==> src/hw/rtl/windowed_read_histogram_core_assert.svh <==
// Assertion macros for the windowed read histogram core.
`ifndef WINDOWED_READ_HISTOGRAM_CORE_ASSERT_SVH
`define WINDOWED_READ_HISTOGRAM_CORE_ASSERT_SVH
`ifndef SYNTHESIS
`define WRH_ASSERT_NOW(label, ante, cons) \
  label: assert property (@(posedge clk) disable iff (!rst_n) (ante) |-> (cons)) \
    else $error("windowed read histogram check failed");
`define WRH_ASSERT_NEXT(label, ante, cons) \
  label: assert property (@(posedge clk) disable iff (!rst_n) (ante) |=> (cons)) \
    else $error("windowed read histogram check failed");
`else
`define WRH_ASSERT_NOW(label, ante, cons)
`define WRH_ASSERT_NEXT(label, ante, cons)
`endif
`endif

==> src/hw/rtl/wrh_pkg.sv <==
// Shared constants, types and helpers of the windowed read histogram core.
package wrh_pkg;

  localparam int NUM_REFS    = 8;
  localparam int NUM_WINDOWS = 1024;
  localparam int COUNT_WIDTH = 32;

  localparam int STORE_DEPTH = NUM_REFS * NUM_WINDOWS;
  localparam int ADDR_W      = (STORE_DEPTH > 1) ? $clog2(STORE_DEPTH) : 1;
  localparam int WIN_W       = (NUM_WINDOWS > 1) ? $clog2(NUM_WINDOWS) : 1;

  localparam int CMD_W      = 1;
  localparam int REF_W      = 3;
  localparam int POS_W      = 28;
  localparam int QUAL_W     = 8;
  localparam int WIDX_W     = 10;
  localparam int WSIZE_W    = 24;
  localparam int COORD_W    = 34;
  localparam int READ_CNT_W = 32;

  localparam int PADDR_W = 3;
  localparam int PDATA_W = 32;

  localparam logic [CMD_W-1:0] CMD_RECORD = 1'b0;
  localparam logic [CMD_W-1:0] CMD_READ   = 1'b1;

  localparam logic REG_WINDOW_SIZE = 1'b0;
  localparam logic REG_MIN_QUALITY = 1'b1;

  localparam logic [COUNT_WIDTH-1:0] COUNT_MAX = '1;

  typedef logic [COUNT_WIDTH-1:0] count_t;

  typedef struct packed {
    logic busy;
    logic done;
  } div_status_t;

  function automatic logic [READ_CNT_W-1:0] clip_count(input count_t c);
    logic [63:0] w;
    w = 64'(c);
    if (w > 64'(32'hFFFF_FFFF)) begin
      return '1;
    end
    return w[READ_CNT_W-1:0];
  endfunction

endpackage

==> src/hw/rtl/wrh_divider.sv <==
// Radix-2 restoring divider: position over window size, one quotient bit per cycle.
module wrh_divider (
  input  logic                          clk,
  input  logic                          rst_n,
  input  logic                          start,
  input  logic [wrh_pkg::POS_W-1:0]     dividend,
  input  logic [wrh_pkg::WSIZE_W-1:0]   divisor,
  output logic [wrh_pkg::POS_W-1:0]     quotient,
  output wrh_pkg::div_status_t          status
);
  import wrh_pkg::*;

  localparam int CNT_W = $clog2(POS_W + 1);
  localparam logic [CNT_W-1:0] LAST_STEP = CNT_W'(POS_W - 1);

  logic [POS_W-1:0]   quo_r;
  logic [WSIZE_W-1:0] rem_r;
  logic [WSIZE_W-1:0] dvs_r;
  logic [CNT_W-1:0]   cnt_r;
  logic               busy_r;
  logic               done_r;

  logic [WSIZE_W:0] shifted;
  logic [WSIZE_W:0] diff;
  logic             ge;

  always_comb begin
    shifted = {rem_r, quo_r[POS_W-1]};
    diff    = shifted - {1'b0, dvs_r};
    ge      = (shifted >= {1'b0, dvs_r});
  end

  always_ff @(posedge clk) begin
    if (!rst_n) begin
      busy_r <= 1'b0;
      done_r <= 1'b0;
      cnt_r  <= '0;
    end else begin
      done_r <= 1'b0;
      if (start) begin
        busy_r <= 1'b1;
        cnt_r  <= '0;
      end else if (busy_r) begin
        cnt_r <= cnt_r + 1'b1;
        if (cnt_r == LAST_STEP) begin
          busy_r <= 1'b0;
          done_r <= 1'b1;
        end
      end
    end
  end

  always_ff @(posedge clk) begin
    if (start) begin
      quo_r <= dividend;
      rem_r <= '0;
      dvs_r <= divisor;
    end else if (busy_r) begin
      rem_r <= ge ? diff[WSIZE_W-1:0] : shifted[WSIZE_W-1:0];
      quo_r <= {quo_r[POS_W-2:0], ge};
    end
  end

  assign quotient    = quo_r;
  assign status.busy = busy_r;
  assign status.done = done_r;

endmodule

==> config.mk <==
export PLATFORM = sky130hd
export DESIGN_NAME = wrh_divider
export DESIGN_NICKNAME = d
export VERILOG_FILES = /design/src/hw/rtl/windowed_read_histogram_core_assert.svh /design/src/hw/rtl/wrh_pkg.sv /design/src/hw/rtl/wrh_divider.sv
export SDC_FILE = /design/constraint.sdc
export NUM_CORES = 1
export LEC_CHECK = 0
export ABC_AREA = 1
export ABC_CLOCK_PERIOD_IN_PS = 2600
export BUFFER_PORTS_ARGS = -buffer_cell sky130_fd_sc_hd__buf_4
export CAP_MARGIN = 10
export CELL_PAD_IN_SITES_DETAIL_PLACEMENT = 1
export CELL_PAD_IN_SITES_GLOBAL_PLACEMENT = 1
export CORE_MARGIN = 4
export CORE_UTILIZATION = 41
export DETAILED_ROUTE_END_ITERATION = 10
export PLACE_DENSITY = 0.79
export SYNTH_ARGS = -nofsm -noshare
export SYNTH_HDL_FRONTEND = slang
export SYNTH_SLANG_ARGS = --single-unit
==> constraint.sdc <==
create_clock -name clk -period 2.6 [get_ports clk]
set_clock_uncertainty 0.05 [all_clocks]
set_input_delay 0.39 -clock clk [delete_from_list [all_inputs] [get_ports clk]]
set_output_delay 0.39 -clock clk [all_outputs]
set_load 0.005 [all_outputs]
==> results of run 1 <==
==> cell type report <==
type,instances,area (um^2),area share [%]
Tap cell,172,215,3.35
Clock buffer,10,250,3.90
Multi-Input combinational cell,492,2450,38.2
Sequential cell,83,2180,34.0
Inverter,141,529,8.25
Clock inverter,6,70.1,1.09
Timing Repair Buffer,94,722,11.2
==> worst reg2reg max path: stages (launching register included) <==
cell and delay (ns):
edfxtp_1 0.33, inv_1 0.04, ha_1 0.34, nand2_1 0.11, nand2_1 0.12, nand2_1 0.09, nand2_1 0.07, inv_2 0.05
nand3_1 0.21, nand2_2 0.17, nand3_4 0.33, nand2_1 0.20, nand3_1 0.11, nand2_1 0.10
==> path summary, 6_finish.rpt <==
path,end,slack (ns)
worst min-delay path,dvs_r[19],0.17
worst max register to register,rem_r[11],0.21
worst min register to register,rem_r[13],0.43
worst max-delay path,rem_r[11],0.21
==> power groups by stage <==
stage | Combinational, mW | Clock (mW) | Sequential (mW)
finish | 0.451 | 1.37 | 1.54
global route | 0.508 | 1.45 | 1.55
CTS | 0.456 | 1.40 | 1.54
detailed placement | 0.454 | 0 | 1.56
global placement | 0.438 | 0 | 1.56
floorplan | 0.223 | 0 | 1.56
==> layout by cell type, fill, tap and decap left out, drive strengths merged <==
cell / Yosys / final
nor3: 5 / 5
dfxtp: 31 / 31
ha: 25 / 25
a21o: 1 / 1
clkinvlp: 0 / 2
nor4: 1 / 1
clkinv: 0 / 1
bufinv: 0 / 1
or2: 2 / 2
clkbuf: 10 / 10
xor2: 2 / 2
nand2: 280 / 280
inv: 141 / 143
a211oi: 1 / 1
nor3b: 2 / 2
nand3b: 1 / 1
edfxtp: 52 / 52
o21ai: 13 / 13
buf: 10 / 94
o211ai: 1 / 1
a21oi: 14 / 14
nor2: 43 / 43
nand4: 31 / 31
xnor2: 9 / 9
o21bai: 2 / 2
fa: 1 / 1
nand3: 58 / 58
==> through the flow <==
step,area (um^2),hold slack [ns],utilization (%),setup slack (ns),power [mW]
after floorplan,5260,0.397,-,0.579,1.78
after global placement,6090,0.412,48.3,0.232,2.00
after detailed placement,6090,0.421,48.3,0.221,2.02
after CTS,6410,0.157,50.8,0.162,3.39
after global routing,6420,0.155,50.9,0.0222,3.50
final,6420,0.165,50.9,0.212,3.36
==> layer usage <==
metal / vias up / part of all wire (%)
met5: - / 0
met4: 0 / 2.0
met3: 23 / 5.5
met2: 119 / 49
met1: 2401 / 43
li1: 2480 / -
==> state kept, by name (all words and copies together), names as in the netlist <==
signal    count
busy_r        1
cnt_r         5
done_r        1
dvs_r        24
quotient     28
rem_r        24
==> cell families after synthesis <==
| family | count (synthesis) | synth area share (%) |
|---|---|---|
| and+or+nand+nor | 423 | 34.9 |
| buffers and inverters | 161 | 12.0 |
| DFF | 83 | 41.5 |
| AOI/OAI and AO/OA | 32 | 3.49 |
| adders and majority gates | 26 | 6.32 |
| xor gates and xnor gates | 11 | 1.83 |
==> metrics.cfg, run 1 <==
[run_status]
outcome=complete, no violations

[worst_setup_path]
crit_top_cell=nand2_1
crit_path_start=dvs_r[6]
critPathKind=reg -> reg
rr_startpoint=dvs_r[6]
cp_num_cells=13
cp-end-kind=register
crit_family=simple AND/OR/NAND/NOR gates
arrival_ns=2.63
reg2regPathDepth=13
cp-start-kind=register
critPathRequiredTime_ns=2.84
worstPathCellList=inv_1, ha_1, nand2_1, nand2_1, nand2_1, nand2_1, inv_2, nand3_1, nand2_2, nand3_4, nand2_1, nand3_1, nand2_1
slowest_delay_ns=0.34
cpMaxStageDelayCell=ha_1
crit_buf_inv=2
path_max_fanout=25

[clock_tree]
cts_tree=built
cts_root_buf=clkbuf_16
cts_setup_buffers=0
cts_resized=0
cts_htree_levels=3
numCtsBuffers=9
cts_hold_buffers=0
cts_num_sinks=83
clk_pin_slew_ns=0.07
clock_latency_ns=0.35
clockBufferDepth=2

[run]
maxCapViolCount=0

[routing]
avgRoutedWirePerCell_um=16.1
routed_wl_um=16100
drtPass1Iterations=4
postRouteAntennaNets=0
drcViolationCount=0
viasPerCell=5.03
num_vias=5023
drtIter0Drc=207

[die]
io_pins=85
start_util_pct=41.7
die-area_um2=14700
die_height_um=121
dieWidth_um=121
num_rows=41
coreArea_um2=12600

[power_and_ir_drop]
power_switching_mw=0.859
p_int_mw=2.50
powerDensity_nw_per_um2=524
power_leakage_nw=3.30
swShare_pct=25.5
ir_worst_vdd_mv=0.310
power_frac_seq_pct=45.7
p_clk_share_pct=40.9
power_frac_comb_pct=13.4

[timing]
setup_tns_ns=0
tightest_slew_ns=0.623
rsz0062_at_grt=no
setup_viol=0
maxSlewHeadroom_pct=58.4
finalCriticalPeriod_ns=2.39
hold_viol_final=0
max_freq_mhz=419
post-route-period-util_pct=91.8
slew_viol_final=0

[layout]
drive_above_1_share_pct=16.6
n_fill_cell=1655
stdcell_count=998
antenna_cells=0
synthToLayoutAreaGrowth_pct=21.9
nets=902

[logic_synthesis]
yosys_warnings=0
syn_area_um2=5260
postSynthAreaPerCell_um2=7.15
synth_commonest_cells=nand2_1 (279), inv_1 (131), edfxtp_1 (52)
synthTopCellsByArea=edfxtp_1 (30%), nand2_1 (20%), dfxtp_1 (12%), inv_1 (9.3%), ha_1 (5.9%)
synth.largest_area_cell=edfxtp_1
postSynthCellCount=736
yosys_most_used_dff=edfxtp_1
synth_seq_cells=83
synth.most_common_cell=nand2_1
synth_cell_type_count=36
yosysTopAreaCellShare_pct=29.7
synth_edf_count=52
syn_nets=817
synthArstFlopShare_pct=0
ys_seq_area_share_pct=41.5

[grt]
grt-ovfl-total=0
grt_pass1_wl_um=26700
antenna_found_initial=0
track_usage_pct=23.0
busiest_layer=met2
use_met2_pct=40.2
grtUsageMet3_pct=5.08
grt_max_degree=32
grt_use_met1_pct=28.2
grt_pass1_vias=5485

[placed_design]
port_buffers=84
placed_cells=982
routabilityCongestion=0.901
dpl.hpwl_um=12200

[hold_path]
worst_hold_startpoint=divisor[19]
whs_path_depth=1
hp-class=in -> reg

Power figures use the tool's default switching activity.
==> run 2, diff against run 1 <==
ABC_AREA = default   (was 1)
CORE_UTILIZATION = 44   (was 41)
CTS_CLUSTER_SIZE = 8   (was default)
PLACE_DENSITY = 0.8   (was 0.79)
==> run 2 against run 1 <==
  * Combinational power grew 110%
  * Routed wire length is 20% lower
  * Clock-buffer cell count unchanged
  * Register-to-register slack got worse by 0.17 ns
  * Sequential power up 4%
  * Critical endpoint is now rem_r[22]
==> metrics.cfg, run 2 <==
[worst_setup_path]
cp-end-kind=register
critPathRequiredTime_ns=2.87  ; +0.03 ns
cp-start-kind=register
path_max_fanout=4  ; -84%
cpMaxStageDelayCell=edfxtp_1
reg2regPathDepth=10  ; -3
crit_family=compound AO/OA/AOI/OAI gates
worstPathCellList=ha_2, fa_2, nor2b_4, o31a_1, o22ai_2, o211ai_1, o221ai_2, mux2_2, a211o_1, nand3_1
slowest_delay_ns=0.40  ; +0.06 ns
critPathKind=reg -> reg
arrival_ns=2.83  ; +0.20 ns
cp_num_cells=10  ; -3
crit_buf_inv=0  ; -2

[layout]
register_area_um2=2180  ; unchanged
largest_register_ffs=28  ; unchanged
drive_above_1_share_pct=33.9  ; +17 points
antenna_cells=0  ; unchanged
final_cell_mix=buf_4 (111), edfxtp_1 (52), inv_1 (31), dfxtp_1 (31), nor2_1 (30)
n_fill_cell=1124  ; -32%
multi_input_area_um2=2300  ; -5.9%
synthToLayoutAreaGrowth_pct=27.4
nets=618  ; -31%
final_common_cell=buf_4

[grt]
antenna_found_initial=0  ; unchanged
grtUsageMet3_pct=8.33  ; +3.2 points
track_usage_pct=21.5  ; -1.4 points
use_met2_pct=37.4  ; -2.7 points
grt_pass1_vias=4004  ; -27%
grt_max_degree=40  ; +25%
busiest_layer=met2
grt-ovfl-total=0  ; unchanged
grt_pass1_wl_um=19700  ; -26%
grt_use_met1_pct=23.9  ; -4.3 points

[hold_path]
hp-class=in -> reg
whs_path_depth=1  ; unchanged

[power_and_ir_drop]
power_frac_comb_pct=26.8  ; +13 points
p_clk_share_pct=27.1  ; -14 points
power_frac_seq_pct=46.1  ; +0.4 points
p_int_mw=2.42  ; -3.3%
swShare_pct=30.2  ; +4.7 points
power_switching_mw=1.05  ; +22%
powerDensity_nw_per_um2=594  ; +13%
power_leakage_nw=2.44  ; -26%
ir_worst_vdd_mv=0.333  ; +7.4%

[logic_synthesis]
synth_edf_count=52  ; unchanged
synth.largest_area_cell=edfxtp_1
yosys_most_used_dff=edfxtp_1
ys_seq_area_share_pct=47.6  ; +6.1 points
syn_nets=514  ; -37%
synth.most_common_cell=edfxtp_1
synth_cell_type_count=58  ; +61%
synthTopCellsByArea=edfxtp_1 (34%), dfxtp_1 (14%), mux2_2 (6.9%), ha_1 (6.8%), inv_1 (2.5%)
postSynthCellCount=433  ; -41%
syn_area_um2=4590  ; -13%
synth_seq_cells=83  ; unchanged
yosys_warnings=0  ; unchanged
synthArstFlopShare_pct=0  ; unchanged
postSynthAreaPerCell_um2=10.6  ; +48%
synth_commonest_cells=edfxtp_1 (52), dfxtp_1 (31), inv_1 (31)
yosysTopAreaCellShare_pct=34.1  ; +4.4 points

[placed_design]
post-place-ws_ns=-0.0725  ; -0.293 ns
dpl.hpwl_um=9490  ; -22%
routabilityCongestion=0.849  ; -5.7%
port_buffers=84  ; unchanged

[timing]
tightest_slew_ns=0.988  ; +0.365 ns
post-route-period-util_pct=98.4  ; +6.6 points
rsz0062_at_grt=yes
setup_viol=0  ; unchanged
slew_viol_final=0  ; unchanged
setup_tns_ns=0  ; unchanged
final.setup.worst_slack_ns=0.0416  ; -0.171 ns
max_freq_mhz=391  ; -6.7%
maxSlewHeadroom_pct=33.9  ; -25 points
hold_viol_final=0  ; unchanged
finalCriticalPeriod_ns=2.56  ; +0.171 ns

[die]
die-area_um2=12100  ; -18%
start_util_pct=44.8  ; +3.1 points
coreArea_um2=10200  ; -19%
dieWidth_um=110  ; -9.2%
die_height_um=110  ; -9.2%
io_pins=85  ; unchanged
num_rows=37  ; -9.8%

[clock_tree]
cts_num_sinks=83  ; unchanged
clockBufferDepth=2  ; unchanged
clk_pin_slew_ns=0.09  ; +0.02 ns
clock_latency_ns=0.37  ; +0.02 ns
cts_root_buf=clkbuf_8
cts_tree=built
cts_htree_levels=3  ; unchanged
numCtsBuffers=9  ; unchanged

[routing]
routed_wl_um=12900  ; -20%
avgRoutedWirePerCell_um=19.0  ; +18%
drtPass1Iterations=5  ; +1
num_vias=3791  ; -25%
drtIter0Drc=154  ; -26%
postRouteAntennaNets=0  ; unchanged
drcViolationCount=0  ; unchanged
viasPerCell=5.59  ; +11%

[run_status]
outcome=complete, no violations

[run]
maxCapViolCount=0  ; unchanged

[run 2: metrics by stage]
| stage | util, % | total power [mW] | instances | area, um^2 | hold WS, ns |
|---|---|---|---|---|---|
| CTS | 55.7 | 3.45 | 673 | 5690 | 0.115 |
| floorplan | - | 2.13 | 433 | 4590 | 0.414 |
| global placement | 53.6 | 2.45 | 657 | 5480 | 0.433 |
| detailed placement | 53.6 | 2.49 | 657 | 5480 | 0.447 |
| global route | 57.1 | 3.65 | 678 | 5840 | 0.109 |
| finish | 57.1 | 3.47 | 678 | 5840 | 0.134 |
[run 2: final cells by class]
| cell class | instances | area share (%) |
|---|---|---|
| timing repair buffer | 114 | 15.0 |
| inverter | 31 | 1.99 |
| tap | 136 | 2.91 |
| multi-input combinational | 298 | 39.4 |
| clock buffer | 10 | 2.19 |
| sequential | 83 | 37.4 |
| clock inverter | 6 | 1.11 |
[run 2: power by group through the flow]
stage,clock network (mW),logic (mW),registers (mW)
2_1_floorplan,0,0.520,1.61
3_3_place_gp,0,0.828,1.62
3_5_place_dp,0,0.867,1.62
4_1_cts,0.972,0.881,1.60
5_1_grt,1.02,1.02,1.61
6_report,0.941,0.930,1.60
[run 2: what timing repair did]
action | in CTS | in global routing
buffers inserted | 0 | 5
hold buffers | 0 | 0
setup endpoints to repair | 5 | 20
gates resized for setup | 4 | 25
pin swaps | 1 | 6
[run 2: cells by family after synthesis]
group           synth area share (%)
flops                           47.6
mux                             7.97
xor+xnor                        4.20
compound gates                  16.5
simple gates                    11.6
fa+ha+maj                       7.26
buf+inv                         4.83
[run 2: per-layer routing]
layer,part of all wire [%],wire [um],vias up
li1,-,-,1798
met1,39,5030,1856
met2,51,6620,115
met3,7.9,1020,22
met4,1.8,234,0
met5,0,0,-
[run 2: worst register-to-register path, stage by stage, from the launching register on]
cell      delay [ns]
edfxtp_1        0.40
ha_2            0.23
fa_2            0.38
nor2b_4         0.13
o31a_1          0.20
o22ai_2         0.13
o211ai_1        0.24
o221ai_2        0.15
mux2_2          0.29
a211o_1         0.25
nand3_1         0.06
[run 2: path summary, 6_finish.rpt]
path / start / slack [ns] / end
worst max-delay path: dvs_r[0] / 0.04 / rem_r[22]
worst min-delay path: divisor[18] / 0.13 / dvs_r[18]
worst max register to register: dvs_r[0] / 0.04 / rem_r[22]
worst min register to register: rem_r[5] / 0.47 / rem_r[5]
